$ cat src/design/rme_pkg.sv
// Shared types and constants for the rotation matrix engine.
`timescale 1ns / 1ps
package rme_pkg;

  localparam int OP_W = 4;

  localparam logic [OP_W-1:0] OP_IDENT  = 4'd0;
  localparam logic [OP_W-1:0] OP_ROW02  = 4'd1;
  localparam logic [OP_W-1:0] OP_ROW12  = 4'd2;
  localparam logic [OP_W-1:0] OP_ROW01  = 4'd3;
  localparam logic [OP_W-1:0] OP_COL02  = 4'd4;
  localparam logic [OP_W-1:0] OP_COL12  = 4'd5;
  localparam logic [OP_W-1:0] OP_COL01  = 4'd6;
  localparam logic [OP_W-1:0] OP_XFORM  = 4'd7;
  localparam logic [OP_W-1:0] OP_XFORMT = 4'd8;
  localparam logic [OP_W-1:0] OP_RDROW  = 4'd9;
  localparam logic [OP_W-1:0] OP_RDCOL  = 4'd10;

  localparam int ATAN_COUNT = 24;
  localparam logic signed [33:0] CORDIC_X0 = 34'sd652032874;

  typedef struct packed {
    logic [3:0]         operation;
    logic signed [15:0] angle;
    logic signed [31:0] vec_x;
    logic signed [31:0] vec_y;
    logic signed [31:0] vec_z;
    logic [1:0]         index;
  } rme_in_t;

  typedef struct packed {
    logic signed [31:0] out_x;
    logic signed [31:0] out_y;
    logic signed [31:0] out_z;
    logic               saturated;
  } rme_out_t;

  typedef struct packed {
    logic       start;
    logic [4:0] steps;
  } rme_cordic_ctl_t;

  function automatic logic [31:0] atan_entry(input logic [4:0] i);
    logic [31:0] t;
    case (i)
      5'd0:  t = 32'h20000000;
      5'd1:  t = 32'h12E4051E;
      5'd2:  t = 32'h09FB385B;
      5'd3:  t = 32'h051111D4;
      5'd4:  t = 32'h028B0D43;
      5'd5:  t = 32'h0145D7E1;
      5'd6:  t = 32'h00A2F61E;
      5'd7:  t = 32'h00517C55;
      5'd8:  t = 32'h0028BE53;
      5'd9:  t = 32'h00145F2F;
      5'd10: t = 32'h000A2F98;
      5'd11: t = 32'h000517CC;
      5'd12: t = 32'h00028BE6;
      5'd13: t = 32'h000145F3;
      5'd14: t = 32'h0000A2FA;
      5'd15: t = 32'h0000517D;
      5'd16: t = 32'h000028BE;
      5'd17: t = 32'h0000145F;
      5'd18: t = 32'h00000A30;
      5'd19: t = 32'h00000518;
      5'd20: t = 32'h0000028C;
      5'd21: t = 32'h00000146;
      5'd22: t = 32'h000000A3;
      5'd23: t = 32'h00000051;
      default: t = 32'h0;
    endcase
    return t;
  endfunction

endpackage

$ cat src/design/rme_cordic.sv
// Iterative CORDIC sine and cosine, one micro-rotation per cycle.
`timescale 1ns / 1ps
module rme_cordic #(
  parameter int MW = 18
) (
  input  logic                      clk,
  input  logic                      rst_n,
  input  rme_pkg::rme_cordic_ctl_t  ctl,
  input  logic signed [15:0]        angle,
  output logic                      done,
  output logic signed [MW-1:0]      cos_q,
  output logic signed [MW-1:0]      sin_q
);
  import rme_pkg::*;

  localparam int MF = MW - 2;

  logic signed [33:0] x_r, x_nxt, y_r, y_nxt;
  logic signed [33:0] z_r, z_nxt;
  logic               neg_r, neg_nxt;
  logic [4:0]         i_r, i_nxt;
  logic [4:0]         n_r, n_nxt;
  logic               run_r, run_nxt;
  logic               done_r, done_nxt;
  logic signed [33:0] z0;
  logic signed [33:0] dx, dy, at;

  function automatic logic signed [MW-1:0] fin(input logic signed [33:0] v,
                                               input logic ng);
    logic signed [35:0] t;
    logic signed [35:0] hi;
    t = {{2{v[33]}}, v};
    if (30 - MF > 0) begin
      t = (t + (36'sd1 <<< (29 - MF))) >>> (30 - MF);
    end else begin
      t = t <<< (MF - 30);
    end
    if (ng) begin
      t = -t;
    end
    hi = (36'sd1 <<< (MW - 1)) - 36'sd1;
    if (t > hi) begin
      t = hi;
    end else if (t < -hi - 36'sd1) begin
      t = -hi - 36'sd1;
    end
    return t[MW-1:0];
  endfunction

  assign dx = y_r >>> i_r;
  assign dy = x_r >>> i_r;
  assign at = {2'b00, atan_entry(i_r)};
  assign z0 = {{2{angle[15]}}, angle, 16'h0};

  always_comb begin
    x_nxt    = x_r;
    y_nxt    = y_r;
    z_nxt    = z_r;
    neg_nxt  = neg_r;
    i_nxt    = i_r;
    n_nxt    = n_r;
    run_nxt  = run_r;
    done_nxt = 1'b0;
    if (ctl.start) begin
      x_nxt   = CORDIC_X0;
      y_nxt   = '0;
      i_nxt   = '0;
      n_nxt   = ctl.steps;
      run_nxt = 1'b1;
      neg_nxt = 1'b0;
      z_nxt   = z0;
      if (z0 > 34'sd1073741824) begin
        z_nxt   = z0 - 34'sd2147483648;
        neg_nxt = 1'b1;
      end else if (z0 < -34'sd1073741824) begin
        z_nxt   = z0 + 34'sd2147483648;
        neg_nxt = 1'b1;
      end
    end else if (run_r) begin
      if (!z_r[33]) begin
        x_nxt = x_r - dx;
        y_nxt = y_r + dy;
        z_nxt = z_r - at;
      end else begin
        x_nxt = x_r + dx;
        y_nxt = y_r - dy;
        z_nxt = z_r + at;
      end
      i_nxt = i_r + 5'd1;
      if (i_r + 5'd1 == n_r) begin
        run_nxt  = 1'b0;
        done_nxt = 1'b1;
      end
    end
  end

  always_ff @(posedge clk) begin
    if (!rst_n) begin
      run_r  <= 1'b0;
      done_r <= 1'b0;
    end else begin
      run_r  <= run_nxt;
      done_r <= done_nxt;
    end
    x_r   <= x_nxt;
    y_r   <= y_nxt;
    z_r   <= z_nxt;
    neg_r <= neg_nxt;
    i_r   <= i_nxt;
    n_r   <= n_nxt;
  end

  assign done  = done_r;
  assign cos_q = fin(x_r, neg_r);
  assign sin_q = fin(y_r, neg_r);

endmodule

$ cat config.mk
export PLATFORM = sky130hd
export DESIGN_NAME = rme_cordic
export DESIGN_NICKNAME = d
export VERILOG_FILES = /design/src/design/rme_pkg.sv /design/src/design/rme_cordic.sv
export SDC_FILE = /design/constraint.sdc
export NUM_CORES = 1
export LEC_CHECK = 0
export BUFFER_PORTS_ARGS = -buffer_cell sky130_fd_sc_hd__buf_2
export CAP_MARGIN = 5
export CORE_MARGIN = 1.5
export CORE_UTILIZATION = 30
export DETAILED_ROUTE_END_ITERATION = 8
export PLACE_DENSITY = 0.49
export SYNTH_ARGS = -nofsm -noshare
export SYNTH_HDL_FRONTEND = slang
export SYNTH_SLANG_ARGS = --single-unit
$ cat constraint.sdc
create_clock -name clk -period 15 [get_ports clk]
set_clock_uncertainty 0.05 [all_clocks]
set_input_delay 3 -clock clk [delete_from_list [all_inputs] [get_ports clk]]
set_output_delay 3 -clock clk [all_outputs]
set_load 0.1 [all_outputs]
==> results.md <==
- Setup TNS: 0 ns
- Clk pin slew, worst setup/hold paths: 0.07 ns
- Worst rel slew slack: 20.3%
- DRC viols: 0
- Hold Fails Final Rpt: 0
- Area grow syn2layout: 6.85%
- Share of layout cells above drive strength 1: 11.4%
- Die width: 262 um
- CTS H-tree depth: 4
- Post-CTS Setup Inserts: 0
- First-pass GRT wire length: 111000 um
- # clock sinks: 145
- TritonCTS clock tree: yes
- Final Wtd Congestion: 0.980
- Port Buffers: 60
- PostCTS Resize Cnt: 0
- Syn_nets: 2715
- Hold crit path type: reg2reg
- Die height: 262 um
- Synthesized area: 20200 um^2
- NumNets Final: 2646
- Max clock buf depth: 2
- Setup CP Type: reg2out
- Antenna cells: 0
- Fin util: 32.6%
- Synthesized instance count: 2574
- Initial antenna violation count: 0
- Critical path fanouts, max: 19
- Gr ovfl total: 0
- Flop and latch count out of synthesis: 145
- Initial Utilization: 30.5%
- Drt total wl: 71700 um
- Post-route ant nets: 0
- Crit end category: output port
- RSZ-0062 raised after global routing: false
- CTS buffer count: 17
- Worst Path Required: 11.95 ns
- Core area: 66200 um^2
- Fin crit share: 59.7%
- Die area: 68900 um^2
- Vias post-DR: 19900
- Fin crit period: 8.96 ns
- Sequential area share after synthesis: 16.4%
- Status: finished clean
- HPWL Detailed: 53300 um
- Hold buffer count at cts: 0
- Routed len/inst: 21.2 um
- DRT Pass-1 Iters: 7
- Via-to-Cell Ratio: 5.88
- Syn. warnings: 0
- Largest net degree at the start of global routing: 72
- Final setup fails: 0
- Site row count: 94
- EDFF count, synth: 40
- GRT Overall Usage: 20.3%
- Synth Flop Type: dfxtp_1
- Max frequency: 112 MHz
- Clock latency on the worst-skew pair: 0.50 ns
- Root buffer cell: clkbuf_16
- Maxcap violations: 0
- Post-synth cell types: 101
- Asr flop ratio synth: 0%
- Worst Tran Pin Value: 1.20 ns
- Syn avg cell area: 7.85 um^2
- CP Data Arrival Time: 5.91 ns
- Slew Limit Fails: 0
- FILL cells: 7022
- Top Ports: 61
- Vias in the first global route: 18900
- Initial drt markers: 1736
- Startpoint Class: flop
area by class of cell:
type / instances / area (um^2) / area share [%]
repair buffers: 93 / 551 / 2.55
inverters: 54 / 203 / 0.939
clock inverters: 14 / 144 / 0.667
well taps: 864 / 1080 / 5.01
clock buffers: 18 / 429 / 1.99
flip-flops and latches: 145 / 3320 / 15.4
multi-input cells: 2194 / 15900 / 73.5
synthesized netlist by cell type (all sizes together), types with 21 or more instances:
master	n	share of area [%]
a211oi	29	1.1
a21o	43	1.6
a21oi	213	5.3
a31oi	52	1.6
and2	27	0.84
and3	28	0.87
buf	71	2.1
clkbuf	110	2.0
dfxtp	105	10
edfxtp	40	5.9
ha	114	7.1
inv	51	0.95
mux2	42	2.3
mux2i	104	5.2
mux4	72	8.1
nand2	217	4.0
nand2b	35	1.1
nand3	45	1.1
nand4	22	0.71
nor2	269	5.0
nor2b	36	1.1
nor3	57	1.5
nor4	24	0.85
o21a	26	0.97
o21ai	161	4.0
o22ai	29	0.90
o31ai	23	0.88
or2	21	0.65
or3	21	0.65
xnor2	171	7.4
xor2	93	4.0
per-layer routing:
layer	wire length [um]	track usage, %	vias up	part of all wire, %
met3	3840	2.86	136	5.3
met4	2850	8.97	0	4.0
met1	32400	27.0	9609	45
met5	0	0	-	0
li1	-	-	9405	-
met2	32600	32.6	725	45
worst max-delay path: stages (launching register included):
cell	delay, ns
dfxtp_1	0.84
nand4_1	0.31
nor4_2	0.63
nand4_1	0.42
nor3_1	0.33
xor2_1	0.51
xnor2_1	0.22
or3b_2	0.46
a22oi_1	0.73
nor2_1	0.28
a21oi_1	0.21
buf_2	0.45
metrics by stage:
| stage | setup slack [ns] | area, um^2 | hold slack [ns] | std cells |
|---|---|---|---|---|
| 2_1_floorplan | 6.60 | 20200 | 0.422 | 2574 |
| 3_3_place_gp | 6.71 | 21000 | 0.457 | 3350 |
| 3_5_place_dp | 6.58 | 21000 | 0.466 | 3350 |
| 4_1_cts | 6.02 | 21600 | 0.477 | 3382 |
| 5_1_grt | 5.45 | 21600 | 0.508 | 3382 |
| 6_report | 6.04 | 21600 | 0.475 | 3382 |
final timing paths:
check / end / startpoint / slack [ns] / depth (start not counted)
setup reg to reg: y_r[32] / i_r[1] / 6.48 / 21
setup / recovery: cos_q[9] / x_r[18] / 6.04 / 11
hold / removal: y_r[0] / y_r[0] / 0.47 / 2
hold reg to reg: y_r[0] / y_r[0] / 0.47 / 2
sequential cells by signal, indices dropped and copies added, names as in the netlist:
signal and flops:
z_r 34, i_r 5, at 30, n_r 5, y_r 34, run_r 1
done 1, x_r 34, neg_r 1
cell families (layout without fill, tap and decap cells):
group	count (synthesis)	after routing	share of synthesized area [%]
mux	218	218	15.6
flops	145	145	16.4
buf+inv	235	179	5.14
compound gates	749	749	23.7
fa+ha+maj	117	117	7.36
xor+xnor	264	264	11.4
simple gates	846	846	20.4
layout by cell type, fill, tap and decap left out, types with 35 or more instances in the layout:
master and n:
nand2_1 217, dfxtp_1 99, mux4_2 68, nand2b_1 35, nand3_1 45, xor2_1 93
nor3_1 56, nor2_1 268, edfxtp_1 40, ha_1 114, buf_2 59, o21ai_0 157
mux2i_1 104, a21oi_1 212, nor2b_1 36, a21o_1 43, a31oi_1 52, inv_1 48
xnor2_1 171, mux2_2 40
Power is not shown: default switching activity piles up to over one toggle a cycle in this logic, so the estimate is an artifact.
